`config.mk`:
```
export PLATFORM = sky130hd
export DESIGN_NAME = turn_indicator_flasher
export DESIGN_NICKNAME = d
export VERILOG_FILES = /design/src/sv/tif_pkg.sv /design/src/sv/turn_indicator_flasher.sv /design/src/sv/tif_front.sv /design/src/sv/tif_fifo.sv /design/src/sv/tif_back.sv
export SDC_FILE = /design/constraint.sdc
export NUM_CORES = 1
export LEC_CHECK = 0
export ABC_AREA = 1
export BUFFER_PORTS_ARGS = -buffer_cell sky130_fd_sc_hd__buf_2
export CORE_MARGIN = 2
export CORE_UTILIZATION = 40
export DETAILED_ROUTE_END_ITERATION = 8
export HOLD_SLACK_MARGIN = 0.15
export SLEW_MARGIN = 20
export SYNTH_ARGS = -nofsm -noshare
export SYNTH_HDL_FRONTEND = slang
export SYNTH_HIERARCHICAL = 1
export SYNTH_SLANG_ARGS = --single-unit
```
`constraint.sdc`:
```
create_clock -name aclk -period 11.6 [get_ports aclk]
set_input_delay 2.32 -clock aclk [delete_from_list [all_inputs] [get_ports aclk]]
set_output_delay 2.32 -clock aclk [all_outputs]
set_load 0.05 [all_outputs]
```
`src/sv/tif_pkg.sv`:
```
// ----------------------------------------------------------------------------
// tif_pkg: shared types and constants for the turn indicator flasher
// Holds the switch and lamp codes, register indexes, reset durations and the
// queue entry that passes from the front end to the back end.
// ----------------------------------------------------------------------------
package tif_pkg;

    // Field widths fixed by the item format.
    localparam int SWITCH_W = 8;
    localparam int TIME_W   = 32;
    localparam int LAMP_W   = 3;
    localparam int DUR_W    = 16;
    localparam int SIDE_W   = 2;

    // Turn switch codes.
    localparam logic [SWITCH_W-1:0] SW_NONE   = 8'h00;
    localparam logic [SWITCH_W-1:0] SW_LEFT   = 8'h01;
    localparam logic [SWITCH_W-1:0] SW_RIGHT  = 8'h02;
    localparam logic [SWITCH_W-1:0] SW_CANCEL = 8'h03;

    // Active side encoding (same values as the low bits of the switch code).
    localparam logic [SIDE_W-1:0] SIDE_NONE  = 2'd0;
    localparam logic [SIDE_W-1:0] SIDE_LEFT  = 2'd1;

    // Lamp message codes.
    localparam logic [LAMP_W-1:0] LAMP_BOTH_OFF  = 3'd0;
    localparam logic [LAMP_W-1:0] LAMP_LEFT_ON   = 3'd1;
    localparam logic [LAMP_W-1:0] LAMP_RIGHT_ON  = 3'd2;
    localparam logic [LAMP_W-1:0] LAMP_LEFT_OFF  = 3'd3;
    localparam logic [LAMP_W-1:0] LAMP_RIGHT_OFF = 3'd4;

    // Configuration register indexes.
    localparam logic REG_ON_DURATION  = 1'b0;
    localparam logic REG_OFF_DURATION = 1'b1;

    localparam logic [DUR_W-1:0] DURATION_RESET = 16'd300;

    // Default depth of the queue between front and back end.
    localparam int QUEUE_DEPTH_DEF = 2;

    // One queued item: one or two lamp messages.
    typedef struct packed {
        logic              two;
        logic [LAMP_W-1:0] code0;
        logic [LAMP_W-1:0] code1;
    } tif_entry_t;

    // Queue status seen by the consumer.
    typedef struct packed {
        logic empty;
        logic full;
    } tif_qstat_t;

endpackage

```
`src/sv/turn_indicator_flasher.sv`:
```
// ----------------------------------------------------------------------------
// turn_indicator_flasher: turn signal flasher with lamp message stream
// Detects turn switch presses, runs the on/off flash timer and emits lamp
// messages, up to two per input item.
// ----------------------------------------------------------------------------
// Each input item carries a turn switch code and a millisecond timestamp. A
// left or right press lights that side and emits a both-off message, a cancel
// press emits left-off and then right-off, and while a side is active the lamp
// toggles once the elapsed time reaches the on or off duration, emitting the
// matching message. The front end takes one item per cycle whenever the
// message queue has room; it does the press check, the 32-bit elapsed
// subtract and the duration compare in that cycle. The back end drains the
// queue at one message per cycle, unless m_tready stalls it, via a registered
// output: single-message items pass at one item per cycle, and a two-message
// item sends its messages in turn and leaves the queue with the second. An
// accepted item goes into the queue, then its first message into the output
// register. Durations go through the cfg port (index 0 on time, 1 off time);
// the user must write them only while the block is idle; it is not enforced.
// ----------------------------------------------------------------------------
module turn_indicator_flasher #(
    parameter int QUEUE_DEPTH = tif_pkg::QUEUE_DEPTH_DEF
) (
    input  logic                      aclk,
    input  logic                      aresetn,
    // Configuration write port.
    input  logic                      cfg_we,
    input  logic                      cfg_index,
    input  logic [tif_pkg::DUR_W-1:0] cfg_data,
    // Input item stream.
    input  logic                      s_tvalid,
    output logic                      s_tready,
    input  logic [39:0]               s_tdata,   // [7:0] switch_code, [39:8] time_ms
    // Lamp message stream.
    output logic                      m_tvalid,
    input  logic                      m_tready,
    output logic [7:0]                m_tdata,   // [2:0] lamp_code, [7:3] zero
    output logic                      m_tlast    // last_of_run
);

    tif_pkg::tif_entry_t        push_entry, head;
    tif_pkg::tif_qstat_t        stat;
    logic                       push, pop, in_fire;
    logic [tif_pkg::LAMP_W-1:0] code;

    // An item is taken whenever the queue can hold its messages.
    assign s_tready = !stat.full;
    assign in_fire  = s_tvalid && s_tready;

    tif_front u_front (
        .aclk       (aclk),
        .aresetn    (aresetn),
        .cfg_we     (cfg_we),
        .cfg_index  (cfg_index),
        .cfg_data   (cfg_data),
        .in_fire    (in_fire),
        .in_switch  (s_tdata[7:0]),
        .in_time    (s_tdata[39:8]),
        .push       (push),
        .push_entry (push_entry)
    );

    tif_fifo #(
        .DEPTH (QUEUE_DEPTH)
    ) u_fifo (
        .aclk       (aclk),
        .aresetn    (aresetn),
        .push       (push),
        .push_entry (push_entry),
        .pop        (pop),
        .head       (head),
        .stat       (stat)
    );

    tif_back u_back (
        .aclk     (aclk),
        .aresetn  (aresetn),
        .head     (head),
        .stat     (stat),
        .pop      (pop),
        .m_tvalid (m_tvalid),
        .m_tready (m_tready),
        .m_code   (code),
        .m_tlast  (m_tlast)
    );

    assign m_tdata = {{(8-tif_pkg::LAMP_W){1'b0}}, code};

endmodule

```
`src/sv/tif_front.sv`:
```
// ----------------------------------------------------------------------------
// tif_front: press detection, flash timer and message classification
// Accepts one item per cycle, updates the flasher state and pushes the lamp
// messages caused by the item into the queue as a single entry.
// ----------------------------------------------------------------------------
module tif_front (
    input  logic                                aclk,
    input  logic                                aresetn,
    input  logic                                cfg_we,
    input  logic                                cfg_index,
    input  logic [tif_pkg::DUR_W-1:0]           cfg_data,
    input  logic                                in_fire,
    input  logic [tif_pkg::SWITCH_W-1:0]        in_switch,
    input  logic [tif_pkg::TIME_W-1:0]          in_time,
    output logic                                push,
    output tif_pkg::tif_entry_t                 push_entry
);

    logic [tif_pkg::DUR_W-1:0]    on_dur_reg,  on_dur_next;
    logic [tif_pkg::DUR_W-1:0]    off_dur_reg, off_dur_next;
    logic [tif_pkg::SWITCH_W-1:0] prev_sw_reg, prev_sw_next;
    logic [tif_pkg::SIDE_W-1:0]   side_reg,    side_next;
    logic                         lit_reg,     lit_next;
    logic [tif_pkg::TIME_W-1:0]   ts_reg,      ts_next;

    logic                         press, cancel, select;
    logic [tif_pkg::SIDE_W-1:0]   side_a;
    logic                         lit_a;
    logic [tif_pkg::TIME_W-1:0]   ts_a;
    logic [tif_pkg::TIME_W-1:0]   elapsed;
    logic [tif_pkg::DUR_W-1:0]    limit;
    logic                         toggle;
    logic [tif_pkg::LAMP_W-1:0]   toggle_code;

    // The press is applied first; the timer check then sees the updated state.
    always_comb begin
        press  = (in_switch != prev_sw_reg) && (in_switch != tif_pkg::SW_NONE);
        cancel = press && (in_switch == tif_pkg::SW_CANCEL);
        select = press && ((in_switch == tif_pkg::SW_LEFT) ||
                           (in_switch == tif_pkg::SW_RIGHT));

        side_a = cancel ? tif_pkg::SIDE_NONE :
                 select ? in_switch[tif_pkg::SIDE_W-1:0] : side_reg;
        lit_a  = cancel ? 1'b0 : (select ? 1'b1 : lit_reg);
        ts_a   = select ? in_time : ts_reg;

        elapsed = in_time - ts_a;
        limit   = lit_a ? on_dur_reg : off_dur_reg;
        toggle  = (side_a != tif_pkg::SIDE_NONE) &&
                  (elapsed >= {{(tif_pkg::TIME_W-tif_pkg::DUR_W){1'b0}}, limit});

        // The lamp takes the inverted state after a toggle.
        if (side_a == tif_pkg::SIDE_LEFT) begin
            toggle_code = lit_a ? tif_pkg::LAMP_LEFT_OFF : tif_pkg::LAMP_LEFT_ON;
        end else begin
            toggle_code = lit_a ? tif_pkg::LAMP_RIGHT_OFF : tif_pkg::LAMP_RIGHT_ON;
        end
    end

    always_comb begin
        push_entry.two   = 1'b0;
        push_entry.code0 = toggle_code;
        push_entry.code1 = toggle_code;
        push             = 1'b0;
        priority if (cancel) begin
            push_entry.two   = 1'b1;
            push_entry.code0 = tif_pkg::LAMP_LEFT_OFF;
            push_entry.code1 = tif_pkg::LAMP_RIGHT_OFF;
            push             = in_fire;
        end else if (select) begin
            push_entry.two   = toggle;
            push_entry.code0 = tif_pkg::LAMP_BOTH_OFF;
            push             = in_fire;
        end else if (toggle) begin
            push             = in_fire;
        end
    end

    always_comb begin
        on_dur_next  = on_dur_reg;
        off_dur_next = off_dur_reg;
        prev_sw_next = prev_sw_reg;
        side_next    = side_reg;
        lit_next     = lit_reg;
        ts_next      = ts_reg;
        if (cfg_we) begin
            unique case (cfg_index)
                tif_pkg::REG_ON_DURATION:  on_dur_next  = cfg_data;
                tif_pkg::REG_OFF_DURATION: off_dur_next = cfg_data;
                default:                   on_dur_next  = on_dur_reg;
            endcase
        end
        if (in_fire) begin
            prev_sw_next = in_switch;
            side_next    = side_a;
            lit_next     = toggle ? ~lit_a : lit_a;
            ts_next      = toggle ? in_time : ts_a;
        end
    end

    always_ff @(posedge aclk) begin
        if (!aresetn) begin
            on_dur_reg  <= tif_pkg::DURATION_RESET;
            off_dur_reg <= tif_pkg::DURATION_RESET;
            prev_sw_reg <= tif_pkg::SW_NONE;
            side_reg    <= tif_pkg::SIDE_NONE;
            lit_reg     <= 1'b0;
            ts_reg      <= '0;
        end else begin
            on_dur_reg  <= on_dur_next;
            off_dur_reg <= off_dur_next;
            prev_sw_reg <= prev_sw_next;
            side_reg    <= side_next;
            lit_reg     <= lit_next;
            ts_reg      <= ts_next;
        end
    end

endmodule

```
`src/sv/tif_fifo.sv`:
```
// ----------------------------------------------------------------------------
// tif_fifo: short queue of message entries
// Register-based first-in first-out queue between front and back end.
// ----------------------------------------------------------------------------
module tif_fifo #(
    parameter int DEPTH = tif_pkg::QUEUE_DEPTH_DEF
) (
    input  logic                aclk,
    input  logic                aresetn,
    input  logic                push,
    input  tif_pkg::tif_entry_t push_entry,
    input  logic                pop,
    output tif_pkg::tif_entry_t head,
    output tif_pkg::tif_qstat_t stat
);

    localparam int AW = (DEPTH > 1) ? $clog2(DEPTH) : 1;
    localparam int CW = $clog2(DEPTH + 1);

    tif_pkg::tif_entry_t mem_reg [DEPTH];
    logic [AW-1:0] wr_ptr_reg, wr_ptr_next;
    logic [AW-1:0] rd_ptr_reg, rd_ptr_next;
    logic [CW-1:0] cnt_reg,    cnt_next;
    logic          do_push, do_pop;

    assign stat.empty = (cnt_reg == '0);
    assign stat.full  = (cnt_reg == CW'(DEPTH));
    assign head       = mem_reg[rd_ptr_reg];
    assign do_push    = push && !stat.full;
    assign do_pop     = pop && !stat.empty;

    always_comb begin
        wr_ptr_next = wr_ptr_reg;
        rd_ptr_next = rd_ptr_reg;
        cnt_next    = cnt_reg;
        if (do_push) begin
            wr_ptr_next = (wr_ptr_reg == AW'(DEPTH - 1)) ? '0 : wr_ptr_reg + 1'b1;
        end
        if (do_pop) begin
            rd_ptr_next = (rd_ptr_reg == AW'(DEPTH - 1)) ? '0 : rd_ptr_reg + 1'b1;
        end
        if (do_push && !do_pop) begin
            cnt_next = cnt_reg + 1'b1;
        end else if (do_pop && !do_push) begin
            cnt_next = cnt_reg - 1'b1;
        end
    end

    always_ff @(posedge aclk) begin
        if (do_push) begin
            mem_reg[wr_ptr_reg] <= push_entry;
        end
    end

    always_ff @(posedge aclk) begin
        if (!aresetn) begin
            wr_ptr_reg <= '0;
            rd_ptr_reg <= '0;
            cnt_reg    <= '0;
        end else begin
            wr_ptr_reg <= wr_ptr_next;
            rd_ptr_reg <= rd_ptr_next;
            cnt_reg    <= cnt_next;
        end
    end

endmodule

```
`src/sv/tif_back.sv`:
```
// ----------------------------------------------------------------------------
// tif_back: message sequencer and output register
// Takes queue entries and sends their one or two lamp messages in order.
// ----------------------------------------------------------------------------
module tif_back (
    input  logic                       aclk,
    input  logic                       aresetn,
    input  tif_pkg::tif_entry_t        head,
    input  tif_pkg::tif_qstat_t        stat,
    output logic                       pop,
    output logic                       m_tvalid,
    input  logic                       m_tready,
    output logic [tif_pkg::LAMP_W-1:0] m_code,
    output logic                       m_tlast
);

    logic                       valid_reg, valid_next;
    logic                       phase_reg, phase_next;
    logic [tif_pkg::LAMP_W-1:0] code_reg,  code_next;
    logic                       last_reg,  last_next;
    logic                       load, last_msg;

    assign load     = (!valid_reg || m_tready) && !stat.empty;
    assign last_msg = !head.two || phase_reg;
    assign pop      = load && last_msg;

    always_comb begin
        valid_next = valid_reg;
        phase_next = phase_reg;
        code_next  = code_reg;
        last_next  = last_reg;
        if (load) begin
            valid_next = 1'b1;
            code_next  = phase_reg ? head.code1 : head.code0;
            last_next  = last_msg;
            phase_next = !last_msg;
        end else if (m_tready) begin
            valid_next = 1'b0;
        end
    end

    always_ff @(posedge aclk) begin
        if (!aresetn) begin
            valid_reg <= 1'b0;
            phase_reg <= 1'b0;
        end else begin
            valid_reg <= valid_next;
            phase_reg <= phase_next;
        end
    end

    always_ff @(posedge aclk) begin
        code_reg <= code_next;
        last_reg <= last_next;
    end

    assign m_tvalid = valid_reg;
    assign m_code   = code_reg;
    assign m_tlast  = last_reg;

endmodule
```
==> results.cfg, run 1 <==
[status]
status = completed

[finish]
fin_nets = 1337
final_common_cell = nand2_1
area_growth_syn_to_layout_pct = 9.37
mostFrequentLayoutCells = nand2_1 (319), inv_1 (146), nor2_1 (138)
largest_reg_flops = 32
diodes = 0
instances_no_fill = 1473
drive_gt1_share_pct = 10.7
final_area_mm2 = 0.00831

[timing]
finalCritPeriodShare_pct = 67.4
skew_ns = 0.00904
hold_ws_ns = 0.466
setup_slack_ns = 3.79
setup-tns-final_ns = 0
fmax_mhz = 128
slew_viol_final = 0
slew_headroom_pct = 47.2
worst_pin_slew_ns = 0.792
finalSetupViolations = 0
rsz0062_at_grt = no
period_minus_slack_ns = 7.81
finalHoldViolations = 0

[detailed_routing]
drc = 0
ant_nets = 0
vias = 7336
wl_per_cell_um = 13.4
drtIter0Drc = 388
via_per_inst = 4.98
drt_wl_total_um = 19700
drtPass1Iterations = 5

[floorplanning]
start_util_pct = 40.7
placementRows = 50
die_w_um = 142
fp.dieArea_mm2 = 0.0201
die_y_um = 142
io_pins = 73
core_mm2 = 0.0186

[clock_network]
cts_buffers = 9
cts_root_buf = clkbuf_16
cts.reportedPaths.clkPinSlew_ns = 0.08
ctsHoldBuffers = 0
cts.sinks = 100
cts_resized = 0
clock_latency_ns = 0.36
cts_setup_buffers = 0
cts_tree = built
htreeDepth = 3
clk_path_buf_depth = 2

[yosys]
syn_avg_cell_area_um2 = 6.37
synth_area_leaders = dfxtp_1 (22%), nand2_1 (16%), nand3_1 (7.4%), inv_1 (7.2%), edfxtp_1 (7.1%)
post-synth-top-area-cell = dfxtp_1
synth.top_cell.area_share_pct = 21.6
synth_edf_count = 18
synth.distinct_cells = 46
synthCells = 1192
async_reset_ff_share_pct = 0
seq_area_frac_synth_pct = 28.7
synth_top_flop_cell = dfxtp_1
yosysWarnings = 6
ys_seq_elements = 100
syn-cell-area_mm2 = 0.00760

[global_route]
grt_max_degree = 50
antenna_found_initial = 0
gr-total-overflow = 0
grt_pass1_vias = 6971
grtUsageTotal_pct = 20.6
grt_pass1_wl_um = 33600

[critical_path]
crit_family = simple AND/OR/NAND/NOR gates
cp_slowest_cell = nand2_4
cp_data_required_time_ns = 11.89
reg2regPathDepth = 38
r2r-start = u_front/prev_sw_reg[6]
crit_type = input port to flip-flop
worst-endpoint-arrival_ns = 8.11
cpPeakStageDelay_ns = 0.45
critPathCaptureType = flip-flop
cp-startpoint = s_tdata[4]
rr_endpoint = u_fifo/cnt_reg[1]
start_kind = input port
r2r_slack_ns = 5.60
cp_num_buf_inv = 8
critical_path_peak_fanout = 46

[worst_hold_path]
min-delay-start = u_front/ts_reg[12]
worstHoldEndpoint = u_front/ts_reg[12]
min_path_cells = 2
min_path_type = flip-flop to flip-flop

[pwr]
leakage_nw = 4.03
ir_worst_vdd_v = 0.0000787
power_density_mw_per_mm2 = 161

[place]
place_congestion = 0.937
io_buffers = 67
dp_hpwl_um = 14800
pre_cts_ws_ns = 3.45
dpl_cell_area_mm2 = 0.00805
place_inst = 1458

[job]
drv_cap = 0
per-layer routing:
layer / up-vias / track usage, % / share of wire [%]
li1: 3930 / - / -
met1: 3247 / 27.0 / 49
met2: 128 / 35.0 / 46
met3: 31 / 3.61 / 3.3
met4: 0 / 5.58 / 2.0
met5: - / 0 / 0
stage by stage:
step                      power, mW  utilization, %
after floorplan               0.924               -
after global placement         1.05            43.2
after detailed placement       1.06            43.2
after CTS                      1.35            44.6
after global routing           1.46            44.6
final                          1.34            44.6
how the worst max path moves through the flow:
stage | cells past startpoint | slack (ns) | endpoint
4_1_cts | 37 | 3.79 | u_fifo/cnt_reg[1]
5_1_grt | 41 | 3.18 | u_fifo/cnt_reg[1]
3_3_place_gp | 36 | 3.59 | u_fifo/cnt_reg[1]
3_5_place_dp | 37 | 3.45 | u_fifo/cnt_reg[1]
6_report | 37 | 3.79 | u_fifo/cnt_reg[1]
2_1_floorplan | 40 | 4.66 | u_fifo/cnt_reg[1]
synth_stat cells, drive strengths merged (15+ instances only):
cell type / count
nand3: 121
nand2: 330
o21ai: 90
dfxtp: 82
clkbuf: 31
a21oi: 77
inv: 152
edfxtp: 18
nor2: 145
mux2i: 15
buf: 15
ha: 40
layout make-up:
cell class | instances | area, um2
clock buffer | 11 | 233
clock inverter | 4 | 27.5
fill | 2035 | 10300
inverter | 152 | 571
multi-input combinational | 898 | 4610
sequential | 100 | 2180
tap | 234 | 293
timing repair buffer | 74 | 388
tightest hold or removal path, stage by stage (launching register included):
cell and delay (ns):
dfxtp_1 0.31, nand2_1 0.06, a21oi_1 0.05
cells by family after synthesis:
kind of cell / share of synthesized area (%)
mux: 3.16
xor+xnor: 2.19
compound gates: 13.4
flops: 28.7
other cells: 0.0494
simple gates: 35.0
buf+inv: 10.8
fa+ha+maj: 6.59
where the power goes:
group	internal [mW]	switching [mW]	leakage, nW	total [mW]
Clock	0.146	0.140	0.130	0.285
Combinational	0.214	0.397	3.05	0.611
Sequential	0.413	0.0300	0.842	0.443
Total	0.772	0.567	4.03	1.34
No activity file was read; power rests on OpenSTA's default activity.
==> run 2, diff against run 1 <==
ABC_AREA = 0   (was 1)
clock period = 7.44 ns   (was 11.6 ns; I/O delays follow)
==> run 2 against run 1 <==
Compared with the run above:
- global-route usage shrank 0.78 points
- largest power group is now registers
- cell count shrank 17%
- register-to-register slack got worse by 4.2 ns
- critical path type unchanged
- clock skew grew 0.0079 ns
- combinational power decreased by 54%
- highest routed layer is now met5
==> results.cfg, run 2 <==
[clock_network]
cts.reportedPaths.clkPinSlew_ns = 0.08
cts_buffers = 9
clk_path_buf_depth = 2
cts_setup_buffers = 0
cts.sinks = 100
htreeDepth = 3
cts_root_buf = clkbuf_16
cts_tree = built
clock_latency_ns = 0.36

[floorplanning]
placementRows = 49
start_util_pct = 40.7
core_mm2 = 0.0180
die_w_um = 139
fp.dieArea_mm2 = 0.0194
io_pins = 73
die_y_um = 139

[timing]
finalSetupViolations = 0
fmax_mhz = 141
slew_viol_final = 0
skew_ns = 0.0169
finalHoldViolations = 0
rsz0062_at_grt = no
worst_pin_slew_ns = 0.785
finalCritPeriodShare_pct = 95.4
period_minus_slack_ns = 7.10
hold_ws_ns = 0.456
setup-tns-final_ns = 0
slew_headroom_pct = 47.6
setup_slack_ns = 0.340

[finish]
fillers = 1802
area_growth_syn_to_layout_pct = 15.2
final_common_cell = nand2_1
largest_reg_flops = 32
multi_input_area_mm2 = 0.00489
final_area_mm2 = 0.00843
drive_gt1_share_pct = 17.5
fin_nets = 1094
diodes = 0
final_core_util_pct = 46.9
mostFrequentLayoutCells = nand2_1 (143), dfxtp_1 (82), buf_2 (67)
instances_no_fill = 1226
seqCellArea_mm2 = 0.00218

[detailed_routing]
wl_per_cell_um = 15.4
drtPass1Iterations = 5
drt_wl_total_um = 18900
ant_nets = 0
drc = 0
via_per_inst = 5.53
drtIter0Drc = 466
vias = 6774

[worst_hold_path]
min_path_type = flip-flop to flip-flop
worstHoldEndpoint = u_front/off_dur_reg[9]
min_path_cells = 2
min-delay-start = u_front/off_dur_reg[9]

[critical_path]
r2r_slack_ns = 1.39
cp_slowest_cell = a221oi_1
crit_type = input port to flip-flop
cp_common_cell = buf_4
cp_num_buf_inv = 5
crit_family = simple AND/OR/NAND/NOR gates
r2r-start = u_front/prev_sw_reg[6]
critical_path_peak_fanout = 20
start_kind = input port
rr_endpoint = u_fifo/cnt_reg[1]
worst-endpoint-arrival_ns = 7.40
reg2regPathDepth = 26
cpPeakStageDelay_ns = 0.53
critPathCaptureType = flip-flop
cp_data_required_time_ns = 7.74

[yosys]
synth_edf_count = 18
synthCells = 929
synth_top_flop_cell = dfxtp_1
seq_area_frac_synth_pct = 29.8
yosysWarnings = 6
async_reset_ff_share_pct = 0
ys_seq_elements = 100
netlist_top_cells_count = nand2_1 (145), dfxtp_1 (82), a21oi_1 (65), nand3_1 (59), nor2_1 (56)
post-synth-top-area-cell = dfxtp_1
synth_area_leaders = dfxtp_1 (22%), nand2_1 (7.4%), edfxtp_1 (7.4%), ha_1 (6.8%), mux2i_1 (6.3%)
synth.top_cell.area_share_pct = 22.4
syn-cell-area_mm2 = 0.00732
yosys.cell_count.top_type = nand2_1
synth.distinct_cells = 81
syn_avg_cell_area_um2 = 7.88

[global_route]
antenna_found_initial = 1
grt_max_degree = 79
grt_pass1_vias = 6280
grtUsageTotal_pct = 19.8
gr-total-overflow = 0
grt_pass1_wl_um = 31600

[pwr]
ir_worst_vdd_v = 0.000115
power_density_mw_per_mm2 = 162
power_mw = 1.36
leakage_nw = 3.32

[place]
place_congestion = 0.901
pre_cts_ws_ns = -0.140
dpl_cell_area_mm2 = 0.00806
dp_hpwl_um = 14000
io_buffers = 67
place_inst = 1210

[status]
status = completed

[job]
drv_cap = 0
run 2: worst reg2reg max path: stages (launching register included):
cell and delay (ns):
dfxtp_1 0.32, xnor2_1 0.15, and4_4 0.22, a21oi_4 0.19, buf_4 0.16, buf_4 0.23
buf_4 0.36, mux2i_1 0.26, ha_1 0.35, nand2_1 0.10, nand2_1 0.05, a21o_1 0.16
a221oi_1 0.53, o31ai_1 0.15, a21oi_1 0.41, o211ai_1 0.18, xor2_1 0.18, or3_1 0.41
or3_4 0.43, a21oi_1 0.15, nor2b_1 0.08, inv_1 0.09, nor2_1 0.05, ha_1 0.18
xor2_1 0.15, or3_1 0.31, a21boi_1 0.14
run 2: area by class of cell:
| class | instances | area share, % |
|---|---|---|
| Multi-Input combinational cell | 749 | 58.1 |
| Sequential cell | 100 | 25.9 |
| Timing Repair Buffer | 110 | 7.81 |
| Tap cell | 229 | 3.40 |
| Clock buffer | 10 | 2.97 |
| Inverter | 22 | 0.980 |
| Clock inverter | 6 | 0.861 |
run 2: power breakdown:
group | switching (mW) | internal, mW
Combinational | 0.166 | 0.112
Clock | 0.254 | 0.260
Sequential | 0.00748 | 0.564
Total | 0.428 | 0.936
run 2: kinds of logic (layout without fill, tap and decap cells):
group | Yosys count | count (layout) | share of synthesized area (%)
buf+inv | 84 | 148 | 4.79
xor+xnor | 38 | 38 | 4.55
simple gates | 361 | 361 | 23.4
flops | 100 | 100 | 29.8
compound gates | 244 | 244 | 22.0
other cells | 1 | 5 | 0.0513
fa+ha+maj | 44 | 44 | 7.42
mux | 57 | 57 | 7.99
run 2: worst max path at each step:
stage	start	to	slack, ns	cells after the start
floorplan	s_tdata[0]	u_fifo/cnt_reg[1]	-0.09	34
detailed placement	s_tdata[7]	u_fifo/cnt_reg[1]	-0.14	33
global placement	s_tdata[7]	u_fifo/cnt_reg[1]	-0.06	34
finish	s_tdata[4]	u_fifo/cnt_reg[1]	0.34	27
CTS	s_tdata[7]	u_fifo/cnt_reg[1]	0.23	33
global route	s_tdata[4]	u_fifo/cnt_reg[1]	0.01	31
run 2: metal layers:
layer	part of all wire (%)	track usage (%)
met2	42	29.5
met1	50	29.2
met5	0.048	0
met4	1.7	5.79
met3	5.8	3.61
run 2: what timing repair did:
item                       in CTS  in global routing
hold buffers                    0                  0
hold endpoints to repair        0                  0
setup endpoints to repair       0                  2
resized for setup               0                 12
